## src/rmpf_pkg.sv

```systemverilog
`default_nettype none
package rmpf_pkg;

   localparam int PANEL_WIDTH  = 128;
   localparam int PANEL_HEIGHT = 64;
   localparam int FRAME_BYTES  = PANEL_WIDTH * PANEL_HEIGHT / 8;
   localparam int ADDR_W       = $clog2(FRAME_BYTES);

   localparam int CSR_ADDR_W   = 5;
   localparam int CSR_DATA_W   = 32;

   localparam logic [2:0] REG_AREA_LEFT   = 3'd0;
   localparam logic [2:0] REG_AREA_RIGHT  = 3'd1;
   localparam logic [2:0] REG_AREA_TOP    = 3'd2;
   localparam logic [2:0] REG_AREA_BOTTOM = 3'd3;
   localparam logic [2:0] REG_FINAL_AREA  = 3'd4;

   typedef struct packed {
      logic [6:0] area_left;
      logic [6:0] area_right;
      logic [5:0] area_top;
      logic [5:0] area_bottom;
      logic       final_area;
   } cfg_type;

   typedef struct packed {
      logic clear_step;
      logic load;
      logic mem_rd;
      logic mem_wr;
      logic next_pix;
      logic finish;
   } cmd_type;

   typedef struct packed {
      logic clear_last;
      logic is_read;
      logic pix_valid;
      logic pix_last;
      logic out_free;
   } sts_type;

endpackage
`default_nettype wire

```

## src/rmpf_csr.sv

```systemverilog
`default_nettype none
module rmpf_csr (
   input  wire                               clock,
   input  wire                               reset,
   input  wire                               csr_psel,
   input  wire                               csr_penable,
   input  wire                               csr_pwrite,
   input  wire [rmpf_pkg::CSR_ADDR_W-1:0]    csr_paddr,
   input  wire [rmpf_pkg::CSR_DATA_W-1:0]    csr_pwdata,
   output logic [rmpf_pkg::CSR_DATA_W-1:0]   csr_prdata,
   output logic                              csr_pready,
   output rmpf_pkg::cfg_type                 cfg,
   output logic                              cfg_restart
);
   import rmpf_pkg::*;

   cfg_type    cfg_ff;
   cfg_type    cfg_in;
   logic       wr_en;
   logic [2:0] reg_idx;

   assign reg_idx    = csr_paddr[4:2];
   assign wr_en      = csr_psel && csr_penable && csr_pwrite;
   assign csr_pready = 1'b1;
   assign cfg        = cfg_ff;

   always_comb begin
      cfg_in      = cfg_ff;
      cfg_restart = 1'b0;
      if (wr_en) begin
         case (reg_idx)
            REG_AREA_LEFT: begin
               cfg_in.area_left = csr_pwdata[6:0];
               cfg_restart      = 1'b1;
            end
            REG_AREA_RIGHT: begin
               cfg_in.area_right = csr_pwdata[6:0];
               cfg_restart       = 1'b1;
            end
            REG_AREA_TOP: begin
               cfg_in.area_top = csr_pwdata[5:0];
               cfg_restart     = 1'b1;
            end
            REG_AREA_BOTTOM: begin
               cfg_in.area_bottom = csr_pwdata[5:0];
               cfg_restart        = 1'b1;
            end
            REG_FINAL_AREA: begin
               cfg_in.final_area = csr_pwdata[0];
            end
            default: begin
               cfg_in = cfg_ff;
            end
         endcase
      end
   end

   always_comb begin
      case (reg_idx)
         REG_AREA_LEFT:   csr_prdata = {25'd0, cfg_ff.area_left};
         REG_AREA_RIGHT:  csr_prdata = {25'd0, cfg_ff.area_right};
         REG_AREA_TOP:    csr_prdata = {26'd0, cfg_ff.area_top};
         REG_AREA_BOTTOM: csr_prdata = {26'd0, cfg_ff.area_bottom};
         REG_FINAL_AREA:  csr_prdata = {31'd0, cfg_ff.final_area};
         default:         csr_prdata = '0;
      endcase
   end

   always_ff @(posedge clock) begin
      if (reset) begin
         cfg_ff.area_left   <= 7'd0;
         cfg_ff.area_right  <= 7'd127;
         cfg_ff.area_top    <= 6'd0;
         cfg_ff.area_bottom <= 6'd63;
         cfg_ff.final_area  <= 1'b1;
      end else begin
         cfg_ff <= cfg_in;
      end
   end

endmodule
`default_nettype wire

```

## config.mk

```make
export PLATFORM = sky130hd
export DESIGN_NAME = rmpf_csr
export DESIGN_NICKNAME = d
export VERILOG_FILES = /design/src/rmpf_pkg.sv /design/src/rmpf_csr.sv
export SDC_FILE = /design/constraint.sdc
export NUM_CORES = 1
export LEC_CHECK = 0
export ABC_AREA = 1
export BUFFER_PORTS_ARGS = -buffer_cell sky130_fd_sc_hd__buf_2
export CORE_MARGIN = 5
export CORE_UTILIZATION = 45
export CTS_BUF_LIST = sky130_fd_sc_hd__clkbuf_16
export DETAILED_ROUTE_END_ITERATION = 10
export GPL_TIMING_DRIVEN = 0
export PLACE_DENSITY_LB_ADDON = 0.08
export SLEW_MARGIN = 25
export SYNTH_ARGS = -nofsm -noshare
export SYNTH_HDL_FRONTEND = slang
export SYNTH_SLANG_ARGS = --single-unit
```

## constraint.sdc

```tcl
create_clock -name clock -period 1.9 [get_ports clock]
set_input_delay 0.095 -clock clock [delete_from_list [all_inputs] [get_ports clock]]
set_output_delay 0.095 -clock clock [all_outputs]
set_load 0.02 [all_outputs]
```

==> results.ini, run 1 <==
[sta]
fmax_ghz=0.8442
period_minus_slack_ns=1.185
fin_worst_skew_ns=0
setup_tns_ns=0
finalHoldViolCount=0
finalWorstSetupSlack_ns=0.7155
rsz0062_at_grt=no
fin_crit_sh_pct=62.34
setup_violations=0
slew_viol_final=0

[route]
ant_nets=0
drc=0
drt_iter0_markers=49
firstDrtPassIters=4
routed-via-count=1540
routedWlPerCell_um=10.38
vias_per_cell=4.231
drt-total-wl_mm=3.777

[critical_path]
cp_max_fo=3
critical_path_class=flip-flop to output pin
crit_required_ns=1.80
critPathArrivalTime_ns=1.09
start_kind=flip-flop
setup.worst_path.end_class=output pin
reg2reg_from=cfg[0]$_SDFFE_PP1P_
cp-startpoint=cfg[5]$_SDFFE_PP1P_

[synthesis]
syn_inst=241
syn_avg_cell_area_sq_um=6.458
syn_area_sq_um=1556
synth_seq_area_share_pct=34.73
yosys.cell_types.count=19
synth_warnings=0
synth_seq_cells=27

[clock_tree]
post_cts_buffers=0
cts_buffers=3
clk_pin_slew_worst_paths_ns=0.06
cts_tree=done
htreeDepth=1
cts.sinks=27
insertion_delay_ns=0.26
clk_path_buf_depth=2
cts-root-buf=clkbuf_16
cts_hold_buf=0
cts-resized-gates=0

[global_route]
gr-total-overflow=0
antenna_found_initial=0
grt_use_total_pct=16.77
grt_pass1_wl_mm=5.996
grt_pass1_vias=1349
grt_max_degree=15

[power_and_ir_drop]
peakVddDrop_mv=0.5040
cellPowerDensity_nw_per_um2=638.1
power_leakage_nw=1.201

[finish]
fillers=353
syn_to_final_growth_pct=30.31
final_cell_mix=nand2_1, buf_2, nor2_1, nand3_1
drive_gt1_share_pct=30.19
utilization_pct=60.78
multi_input_area_sq_um=782.0
seqCellArea_sq_um=540.5
diodes=0
largest_register_ffs=27
final_common_cell=nand2_1
nets=361
instances_no_fill=364

[place]
hpwl_mm=3.097
dp.cells=360
portBuffers=49
place_ws_ns=0.7438
gp_congestion=0.8486

[floorplanning]
floorplan.rows=21
die_height_um=68.81
core_area_sq_um=3337
io-pin-count=103
start_util_pct=46.64
dieArea_sq_um=4735
die_x_um=68.81

[flow_run]
drv_cap=0

[min_path]
hp-start=csr_pwdata[6]
min_path_type=primary input to flip-flop

[outcome]
outcome=completed

## Yosys cell counts
library cell   n  area [sq um]
nand3_2        2         20.02
dfxtp_1       27         540.5
buf_4         27         202.7
nand3_1       34         170.2
buf_2          1         5.000
clkinv_1       1         3.750
nor2_1        46         172.7
nand2_1       62         232.7
clkbuf_1       2         7.510
inv_1         20         75.07
nor2_4         2         22.52
inv_2          5         18.77
conb_1         2         7.510
o21ai_0        1         5.000
nand2_2        1         6.260
nand3_4        1         17.52
nand4_1        2         12.51
buf_6          1         11.26
nor2_2         4         25.02
## layout make-up
cell class / instances / area share [%]
Buffer: 31 / 11.17
Clock buffer: 3 / 3.701
Clock inverter: 1 / 0.1851
Inverter: 26 / 4.812
Multi-Input combinational cell: 181 / 38.56
Sequential cell: 27 / 26.65
Tap cell: 46 / 2.838
Timing Repair Buffer: 49 / 12.09
## critical path, stage by stage (launching register included)
cell and delay (ns):
dfxtp_1 0.32, inv_1 0.05, nor2_1 0.04, nor2_1 0.17, nand3_1 0.09, buf_2 0.17
## where the power goes
group | switching, mW | total (mW) | internal, mW
Clock | 0.187 | 0.469 | 0.282
Combinational | 0.161 | 0.247 | 0.0861
Sequential | 0.00531 | 0.579 | 0.573
## worst paths after layout
path / to / slack (ns) / cells past startpoint
max: csr_prdata[4] / 0.72 / 5
min: cfg[19]$_SDFFE_PP1P_ / 0.07 / 3
max reg2reg: cfg[0]$_SDFFE_PP1P_ / 1.28 / 2
min reg2reg: cfg[3]$_SDFFE_PP1P_ / 0.48 / 2
## stage by stage
stage / power, mW / hold WS (ns) / cell area, sq um
2_1_floorplan: 0.7730 / 0.2212 / 1647
3_3_place_gp: 0.8362 / 0.3286 / 1949
3_5_place_dp: 0.8369 / 0.3370 / 1949
4_1_cts: 1.307 / 0.06645 / 2028
5_1_grt: 1.354 / 0.09507 / 2028
6_report: 1.294 / 0.06721 / 2028
## layer usage
metal / share of wire [%] / GRT usage (%) / up-vias
met2: 49 / 30.15 / 49
li1: - / - / 838
met1: 44 / 20.30 / 651
met4: 0.34 / 2.920 / 0
met3: 7.1 / 4.214 / 2
met5: 0 / 0 / -
## logic make-up (layout without fill, tap and decap cells)
family	Yosys count	after routing	share of synthesized area [%]
AO/OA/AOI/OAI	1	1	0.3212
buffers and inverters	57	110	20.82
flip-flops	27	27	34.73
other	2	26	0.4825
AND/OR/NAND/NOR	154	154	43.65
(Power assumes the default switching activity.)
==> run 2: changes to the inputs <==
- CORE_UTILIZATION: 45 -> 42
- clock period: 1.9 -> 1.17 ns (I/O delays scaled with it)
==> run 2 against run 1 <==
Net effect:
- sequential cell count unchanged
- clock skew unchanged
- critical endpoint unchanged
- utilization down 3.1 points
- final cell count up 0.82%
- routed wire length up 5.7%
- sequential share of layout area down 0.31 points
- global-route usage down 0.92 points
- clock power up 74%
- critical path type unchanged
- highest routed layer unchanged
==> results.ini, run 2 (synthesis results as in run 1) <==
[global_route]
grt_max_degree=17
grt_pass1_wl_mm=6.561
grt_use_total_pct=15.85
grt_pass1_vias=1426
antenna_found_initial=0
gr-total-overflow=0

[sta]
fin_crit_sh_pct=96.23
fin_worst_skew_ns=0
fmax_ghz=0.8882
hold_slack_ns=0.04222
slew_viol_final=0
finalHoldViolCount=0
finalWorstSetupSlack_ns=0.04407
rsz0062_at_grt=yes
period_minus_slack_ns=1.126
setup_violations=0

[clock_tree]
cts_tree=done
htreeDepth=1
cts_buffers=3
cts.sinks=27
insertion_delay_ns=0.26
clk_path_buf_depth=2
cts_hold_buf=0
cts-root-buf=clkbuf_16
clk_pin_slew_worst_paths_ns=0.07

[route]
vias_per_cell=4.343
ant_nets=0
firstDrtPassIters=4
drt_iter0_markers=42
routedWlPerCell_um=10.88
drc=0
routed-via-count=1594
drt-total-wl_mm=3.992

[outcome]
outcome=completed

[flow_run]
drv_cap=0

[place]
hpwl_mm=3.097
place_area_sq_um=1952
place_ws_ns=0.09097
portBuffers=49
dp.cells=362
gp_congestion=0.7867

[finish]
drive_gt1_share_pct=36.68
final_common_cell=nand2_1
final_cell_mix=nand2_1, buf_2, nor2_1, nand3_1, buf_4
nets=362
fillers=410
syn_to_final_growth_pct=34.57
diodes=0
instances_no_fill=367
fin_area_sq_um=2095
largest_register_ffs=27

[critical_path]
critPathArrivalTime_ns=1.07
r2r_cells=3
cp_max_fo=3
crit_required_ns=1.11
setup.worst_path.end_class=output pin
slowest_stage=dfxtp_2
critical_path_class=flip-flop to output pin
start_kind=flip-flop
crit_chain=inv_1 > nor2_1 > nor2_2 > nand3_1 > buf_6
worst_path_largest_cell_delay_ns=0.33

[floorplanning]
start_util_pct=42.84
die_x_um=70.88
floorplan.rows=22
io-pin-count=103
core_area_sq_um=3633
die_height_um=70.88
dieArea_sq_um=5023

[power_and_ir_drop]
power_leakage_nw=1.192
power_mw=2.177
cellPowerDensity_nw_per_um2=1040
peakVddDrop_mv=0.7581

[min_path]
min_path_type=primary input to flip-flop
hold_path_depth=3

## run 2: changes by cell type in the layout (fill, tap and decap cells not counted)
| cell | delta |
|---|---|
| buf_2 | -4 |
| buf_4 | +2 |
| buf_6 | +3 |
| clkinvlp_4 | +1 |
| dfxtp_1 | -9 |
| dfxtp_2 | +9 |
| inv_1 | -5 |
| inv_2 | +4 |
| nor2_1 | -6 |
| nor2_2 | +5 |
| nor2_4 | +1 |
## run 2: layer usage
layer  share of wire [%]  global-route usage, %  up-vias  wire (um)
li1                    -                      -      842          -
met3                 6.7                  2.841        4        269
met4                0.78                  2.714        0         31
met1                  44                  21.23      697       1773
met5                   0                      0        -          0
met2                  48                  26.98       51       1918
## run 2: cell type report
class	instances	area [sq um]	share of cell area [%]
sequential	27	551.8	26.34
tap	48	60.06	2.867
timing repair buffer	50	274.0	13.08
multi-input combinational	181	802.0	38.29
clock inverter	1	7.507	0.3584
clock buffer	3	75.07	3.584
inverter	26	97.59	4.659
buffer	31	226.5	10.81
## run 2: metrics by stage
step / setup TNS [ns] / util (%)
after floorplan: 0 / -
after CTS: 0 / 55.99
after global placement: 0 / 53.72
after detailed placement: 0 / 53.72
after global routing: -0.02424 / 57.64
final: 0 / 57.64
## run 2: repair_timing
action | 4_1_cts | 5_1_grt
setup buffers | 0 | 1
gates resized for setup | 0 | 27
setup endpoints to repair | 0 | 7
## run 2: path summary, 6_finish.rpt
check	endpoint	from	slack (ns)
min reg2reg	cfg[3]$_SDFFE_PP1P_	cfg[3]$_SDFFE_PP1P_	0.47
max	csr_prdata[4]	cfg[17]$_SDFFE_PP1P_	0.04
max reg2reg	cfg[16]$_SDFFE_PP1P_	cfg[16]$_SDFFE_PP1P_	0.48
min	cfg[19]$_SDFFE_PP1P_	csr_pwdata[6]	0.04
## run 2: critical path: cells and delay by family (launching register included)
kind                   cells  cell delay [ns]
DFF                        1             0.33
buffers and inverters      2             0.19
and+or+nand+nor            3             0.28
## run 2: power breakdown
group	switching, mW	total (mW)	internal (mW)
Clock	0.348	0.814	0.466
Combinational	0.270	0.424	0.154
Sequential	0.00876	0.940	0.931
Total	0.627	2.18	1.55
