<file path="config.mk">
export PLATFORM = sky130hd
export DESIGN_NAME = rmpf_ctrl
export DESIGN_NICKNAME = d
export VERILOG_FILES = /design/src/rmpf_pkg.sv /design/src/rmpf_ctrl.sv
export SDC_FILE = /design/constraint.sdc
export NUM_CORES = 1
export LEC_CHECK = 0
export BUFFER_PORTS_ARGS = -buffer_cell sky130_fd_sc_hd__buf_2
export CAP_MARGIN = 20
export CELL_PAD_IN_SITES_DETAIL_PLACEMENT = 0
export CELL_PAD_IN_SITES_GLOBAL_PLACEMENT = 1
export CORE_AREA = 2 2 39 41
export DETAILED_ROUTE_END_ITERATION = 10
export DIE_AREA = 0 0 41 43
export GPL_TIMING_DRIVEN = 1
export PLACE_DENSITY_LB_ADDON = 0.15
export SLEW_MARGIN = 40
export SYNTH_ARGS = -nofsm -noshare
export SYNTH_HDL_FRONTEND = slang
export SYNTH_SLANG_ARGS = --single-unit
</file>
<file path="constraint.sdc">
create_clock -name clock -period 1.6 [get_ports clock]
set_input_delay 0.32 -clock clock [delete_from_list [all_inputs] [get_ports clock]]
set_output_delay 0.32 -clock clock [all_outputs]
set_load 0.01 [all_outputs]
</file>
<file path="src/rmpf_pkg.sv">
`default_nettype none
package rmpf_pkg;

   localparam int PANEL_WIDTH  = 128;
   localparam int PANEL_HEIGHT = 64;
   localparam int FRAME_BYTES  = PANEL_WIDTH * PANEL_HEIGHT / 8;
   localparam int ADDR_W       = $clog2(FRAME_BYTES);

   localparam int CSR_ADDR_W   = 5;
   localparam int CSR_DATA_W   = 32;

   localparam logic [2:0] REG_AREA_LEFT   = 3'd0;
   localparam logic [2:0] REG_AREA_RIGHT  = 3'd1;
   localparam logic [2:0] REG_AREA_TOP    = 3'd2;
   localparam logic [2:0] REG_AREA_BOTTOM = 3'd3;
   localparam logic [2:0] REG_FINAL_AREA  = 3'd4;

   typedef struct packed {
      logic [6:0] area_left;
      logic [6:0] area_right;
      logic [5:0] area_top;
      logic [5:0] area_bottom;
      logic       final_area;
   } cfg_type;

   typedef struct packed {
      logic clear_step;
      logic load;
      logic mem_rd;
      logic mem_wr;
      logic next_pix;
      logic finish;
   } cmd_type;

   typedef struct packed {
      logic clear_last;
      logic is_read;
      logic pix_valid;
      logic pix_last;
      logic out_free;
   } sts_type;

endpackage
`default_nettype wire

</file>
<file path="src/rmpf_ctrl.sv">
`default_nettype none
module rmpf_ctrl (
   input  wire                clock,
   input  wire                reset,
   input  wire                req_valid,
   output logic               req_stall,
   output rmpf_pkg::cmd_type  cmd,
   input  rmpf_pkg::sts_type  sts
);
   import rmpf_pkg::*;

   localparam logic [2:0] S_CLEAR = 3'd0;
   localparam logic [2:0] S_IDLE  = 3'd1;
   localparam logic [2:0] S_SCAN  = 3'd2;
   localparam logic [2:0] S_MOD   = 3'd3;
   localparam logic [2:0] S_FIN   = 3'd4;

   logic [2:0] state_ff;
   logic [2:0] state_in;

   assign req_stall = (state_ff != S_IDLE);

   always_comb begin
      state_in = state_ff;
      cmd      = '0;
      case (state_ff)
         S_CLEAR: begin
            cmd.clear_step = 1'b1;
            if (sts.clear_last) begin
               state_in = S_IDLE;
            end
         end
         S_IDLE: begin
            if (req_valid) begin
               cmd.load = 1'b1;
               state_in = S_SCAN;
            end
         end
         S_SCAN: begin
            if (sts.is_read) begin
               cmd.mem_rd = 1'b1;
               state_in   = S_FIN;
            end else if (sts.pix_valid) begin
               cmd.mem_rd = 1'b1;
               state_in   = S_MOD;
            end else if (sts.pix_last) begin
               state_in = S_FIN;
            end else begin
               cmd.next_pix = 1'b1;
            end
         end
         S_MOD: begin
            cmd.mem_wr = 1'b1;
            if (sts.pix_last) begin
               state_in = S_FIN;
            end else begin
               cmd.next_pix = 1'b1;
               state_in     = S_SCAN;
            end
         end
         S_FIN: begin
            if (sts.out_free) begin
               cmd.finish = 1'b1;
               state_in   = S_IDLE;
            end
         end
         default: begin
            state_in = S_IDLE;
         end
      endcase
   end

   always_ff @(posedge clock) begin
      if (reset) begin
         state_ff <= S_CLEAR;
      end else begin
         state_ff <= state_in;
      end
   end

   a_wr_after_rd: assert property (@(posedge clock) disable iff (reset)
      cmd.mem_wr |-> $past(cmd.mem_rd))
      else $error("pixel write without its read");

   a_last_to_fin: assert property (@(posedge clock) disable iff (reset)
      (state_ff == S_MOD) && sts.pix_last |=> (state_ff == S_FIN))
      else $error("last pixel did not end the scan");

endmodule
`default_nettype wire

</file>
==> results.json, run 1 <==
{
  "hold_slack_ps": 283,
  "setup_ws_ps": 109,
  "grt_pass1_wl_microns": 1120,
  "first_iter_violations": 0,
  "final_common_cell": "buf_2",
  "tightestPinTransition_ps": 186,
  "critPathKind": "flop to output port",
  "synth_fp_nets": 45,
  "overflow": 0,
  "rows": 14,
  "outcome": "complete, no violations",
  "min_period_ps": 1490,
  "cp.required_ps": 1280,
  "pre_cts_ws_ps": 273,
  "rsz0062_at_grt": "false",
  "power_density_nw_per_um2": 780,
  "cts.sinks": 3,
  "max_cap_violations": 0,
  "via_count": 308,
  "top_regs": "state_ff x3",
  "synth_cell_types": 21,
  "first_pass_iters": 1,
  "fill_cells": 170,
  "max_freq_mhz": 671,
  "finalWirelength_microns": 695,
  "cts_resized": 0,
  "cts_hold_repair.buffers": 0,
  "clkTransAtPathRegs_ps": 40,
  "avgSynthCellArea_sq_um": 7.71,
  "yosys_warnings": 0,
  "antenna_found_initial": 0,
  "grt_pass1_vias": 260,
  "viasPerCell": 4.40,
  "ys_ff_latch": 3,
  "io_pins": 15,
  "timing.setup.tns_ps": 0,
  "worstSetupStartpointType": "flop",
  "cts_tree": "done",
  "nNetsFinal": 63,
  "multi_input_area_sq_um": 214,
  "num_antenna_cells": 0,
  "setup_viol": 0,
  "drive_gt1_share_pct": 48.1,
  "place_congestion": 0.763,
  "layout_common_cells": "buf_2 (14), nand2b_1 (5), nor2_1 (4), a21oi_1 (3), clkbuf_4 (3)",
  "clock_latency_ps": 230,
  "fin_crit_sh_pct": 93.2,
  "end_kind": "output port",
  "cp_max_fo": 5,
  "cp.arrival_ps": 1170,
  "largest_register_ffs": 3,
  "p_leak_nw": 0.196,
  "placed_cell_area_sq_um": 367,
  "holdPathStages": 2,
  "regArea_sq_um": 62.6,
  "postCtsSetupBuffers": 0,
  "slew_violations": 0,
  "relSlewSlack_pct": 87.6,
  "cts_root_buffer": "clkbuf_4",
  "final_util_pct": 29.5,
  "io_buffers": 14,
  "die_w_microns": 41,
  "grtUsageTotal_pct": 9.13,
  "vdd_ir_drop_max_uv": 231,
  "start_util_pct": 20.6,
  "finalHoldViolations": 0,
  "ant_nets": 0,
  "area_delta_synth_final_pct": 43.0,
  "wl_per_cell_microns": 9.93,
  "coreArea_sq_um": 1380,
  "cts_max_path_buffers": 2,
  "skew_ps": 3.96,
  "hold_path_class": "input port to flop",
  "grt_max_degree": 11,
  "r2r.worst_path.cells": 3,
  "yosysSeqAreaShare_pct": 21.1,
  "die_area_sq_um": 1760,
  "top_register": "state_ff",
  "die_h_microns": 43,
  "cts_max_level": 1,
  "syn_inst": 37,
  "drc": 0,
  "netlist_area_sq_um": 285,
  "finish.instance_area_sq_um": 408,
  "cts-buffers-inserted": 3
}
-- worst max-delay path, stage by stage, from the launching register on --
cell     delay, ps
dfxtp_1        380
nor2b_4        190
nand3_1        160
nand2_1         90
buf_2          120
-- layout make-up --
| cell class | instances | area share, % |
|---|---|---|
| multi-input combinational | 30 | 52.5 |
| tap | 16 | 4.91 |
| sequential | 3 | 15.3 |
| inverter | 2 | 1.84 |
| clock buffer | 4 | 6.44 |
| timing repair buffer | 15 | 19.0 |
-- per-stage QoR --
| stage | total power [W] | cells |
|---|---|---|
| after detailed placement | 0.000183 | 66 |
| after global placement | 0.000183 | 66 |
| final | 0.000318 | 70 |
| after global routing | 0.000343 | 70 |
| after CTS | 0.000322 | 70 |
| after floorplan | 0.000156 | 37 |
-- cells by family (layout without fill, tap and decap cells) --
group / after synthesis / count (layout) / share of synthesized area (%)
flops: 3 / 3 / 21.1
buf+inv: 4 / 21 / 8.33
simple gates: 22 / 22 / 49.1
compound gates: 8 / 8 / 21.5
-- final timing paths --
check | slack, ps | start | to
worst max-delay path | 110 | state_ff[1]$_SDFFE_PP0P_ | cmd[1]
worst min register to register | 600 | state_ff[2]$_SDFFE_PP0P_ | state_ff[1]$_SDFFE_PP0P_
worst min-delay path | 280 | reset | state_ff[0]$_SDFFE_PP0P_
worst max register to register | 400 | state_ff[0]$_SDFFE_PP0P_ | state_ff[0]$_SDFFE_PP0P_
-- synthesized netlist by cell type, drive strengths merged --
library cell / count / area (sq um)
nand2b: 5 / 31.3
a21oi: 3 / 15.0
a221oi: 1 / 15.0
nand3: 1 / 5.00
inv: 2 / 7.51
dfxtp: 3 / 60.1
nor2b: 3 / 18.8
o2bb2ai: 1 / 8.76
nor3: 1 / 5.00
and4bb: 1 / 12.5
o211ai: 1 / 12.5
or3b: 1 / 8.76
and3b: 1 / 8.76
nand2: 2 / 7.51
or4b: 1 / 13.8
and2b: 1 / 7.51
and2: 1 / 6.26
o21ai: 2 / 10.0
buf: 2 / 16.3
nor2: 4 / 15.0
-- power breakdown --
group          leakage, nW  internal [W]   total, W  switching [W]
Sequential          0.0253     0.0000822  0.0000939      0.0000117
Clock               0.0150     0.0000935   0.000133      0.0000391
Combinational        0.156     0.0000478  0.0000918      0.0000439
Total                0.196      0.000223   0.000318      0.0000948
-- layer usage --
layer | vias to the layer above | routed length, microns | GRT usage (%) | part of all wire (%)
li1 | 163 | - | - | -
met1 | 134 | 307 | 13.5 | 44
met2 | 11 | 318 | 12.2 | 46
met3 | 0 | 69 | 2.09 | 9.9
met4 | 0 | 0 | 4.00 | 0
met5 | - | 0 | 0 | 0
Note: power is estimated with default switching activity, not from simulation.
==> inputs of run 2 (changes only) <==
- HOLD_SLACK_MARGIN: unset -> 0.03
- clock period: 1.6 -> 1.7 ns (I/O delays scaled with it)
==> results.json, run 2 (synthesis results as in run 1) <==
{
  "power_density_nw_per_um2": 782,
  "wl_per_cell_microns": 10.3,
  "tightestPinTransition_ps": 304,
  "grt_max_degree": 12,
  "r2r.worst_path.cells": 3,
  "path_buf_inv": 1,
  "grt_pass1_vias": 271,
  "ant_nets": 0,
  "coreArea_sq_um": 1380,
  "place_congestion": 0.790,
  "power_frac_seq_pct": 29.7,
  "power.internal_w": 0.000206,
  "top_regs": "state_ff x3",
  "die_w_microns": 41,
  "grtUsageTotal_pct": 9.32,
  "hold_path_class": "input port to flop",
  "layout_common_cells": "buf_2 (14), nand2b_1 (5), nor2_1 (4)",
  "top_register": "state_ff",
  "vdd_ir_drop_max_uv": 354,
  "worstSetupStartpointType": "flop",
  "overflow": 0,
  "first_iter_violations": 3,
  "end_kind": "output port",
  "finalHoldViolations": 0,
  "path_cells": "and2b_1 > nand2b_1 > nor2_1 > buf_2",
  "cp_max_fo": 10,
  "cts_tree": "done",
  "cts_root_buffer": "clkbuf_4",
  "io_buffers": 14,
  "clkTransAtPathRegs_ps": 40,
  "viasPerCell": 4.38,
  "largest_register_ffs": 3,
  "setup_viol": 0,
  "p_total_w": 0.000302,
  "dp_hpwl_microns": 537,
  "cp.arrival_ps": 1240,
  "cp.depth": 4,
  "io_pins": 15,
  "rsz0062_at_grt": "false",
  "drive_gt1_share_pct": 41.5,
  "num_antenna_cells": 0,
  "grt_pass1_wl_microns": 1120,
  "first_pass_iters": 3,
  "cts_max_level": 1,
  "via_count": 302,
  "die_h_microns": 43,
  "timing.rr.end": "state_ff[0]$_SDFFE_PP0P_",
  "max_stage_delay_ps": 490,
  "fin_cells": 69,
  "comb_power_share_pct": 26.5,
  "switching_share_pct": 31.9,
  "cp_top_family": "flip-flops",
  "clkPwrFrac_pct": 43.8,
  "finalWirelength_microns": 708,
  "rows": 14,
  "start_util_pct": 20.6,
  "cp.required_ps": 1360,
  "skew_ps": 1.12,
  "cp-startpoint": "state_ff[0]$_SDFFE_PP0P_",
  "cts_max_path_buffers": 2,
  "min_period_ps": 1580,
  "nNetsFinal": 62,
  "fin_crit_sh_pct": 93.0,
  "dp.cells": 65,
  "relSlewSlack_pct": 79.7,
  "critPathKind": "flop to output port",
  "r2r_start": "state_ff[0]$_SDFFE_PP0P_",
  "clock_latency_ps": 240,
  "drc": 0,
  "die_area_sq_um": 1760,
  "final_common_cell": "buf_2",
  "hold_slack_ps": 320,
  "timing.setup.tns_ps": 0,
  "cts.sinks": 3,
  "max_freq_mhz": 632,
  "crit_end": "cmd[4]",
  "antenna_found_initial": 0,
  "p_leak_nw": 0.188,
  "slew_violations": 0,
  "max_cap_violations": 0,
  "outcome": "complete, no violations",
  "slowest_stage": "dfxtp_1",
  "cts-buffers-inserted": 3,
  "rrSetupSlack_ps": 430,
  "area_delta_synth_final_pct": 35.5,
  "switching_power_w": 0.0000964,
  "cts_hold_repair.buffers": 0
}
## run 2: cell count changes in the layout (fill, tap and decap cells not counted), sizes merged
cell and change:
buf -1
## run 2: worst min-delay path by stage
stage,startpoint,end,slack [ps],cells after the start
after global placement,reset,state_ff[0]$_SDFFE_PP0P_,560,2
after floorplan,reset,state_ff[0]$_SDFFE_PP0P_,410,1
after CTS,reset,state_ff[0]$_SDFFE_PP0P_,320,2
final,reset,state_ff[0]$_SDFFE_PP0P_,320,2
after global routing,reset,state_ff[0]$_SDFFE_PP0P_,330,2
after detailed placement,reset,state_ff[0]$_SDFFE_PP0P_,570,2
## run 2: stage by stage
step                utilization [%]  setup WS (ps)  cell area (sq um)
finish                         27.9            119                387
global route                   27.9           18.1                387
CTS                            27.8           17.5                385
detailed placement             25.9            267                359
global placement               25.9            321                359
floorplan                         -            460                285
## run 2: layer usage
layer / track usage [%] / wire length (microns)
met4: 2.00 / 0
met2: 12.5 / 281
met5: 0 / 0
met3: 4.71 / 74
met1: 13.1 / 352
## run 2: cell type report
type                            count  area (sq um)
Tap cell                           16          20.0
Timing Repair Buffer               14          70.1
Sequential cell                     3          61.3
Fill cell                         169           997
Clock buffer                        4          26.3
Inverter                            2          7.51
Multi-Input combinational cell     30           201
## run 2: repair_timing
item                                    4_1_cts  5_1_grt
resized for setup                             0        1
endpoints found under the hold margin         0        0
setup buffers                                 0        0
endpoints found under the setup margin        0        1
## run 2: power groups by stage
stage	logic (W)	clock network, W	registers, W
finish	0.0000801	0.000132	0.0000896
global placement	0.0000800	0	0.0000902
CTS	0.0000817	0.000138	0.0000890
global route	0.0000908	0.000143	0.0000915
floorplan	0.0000666	0	0.0000802
detailed placement	0.0000811	0	0.0000900
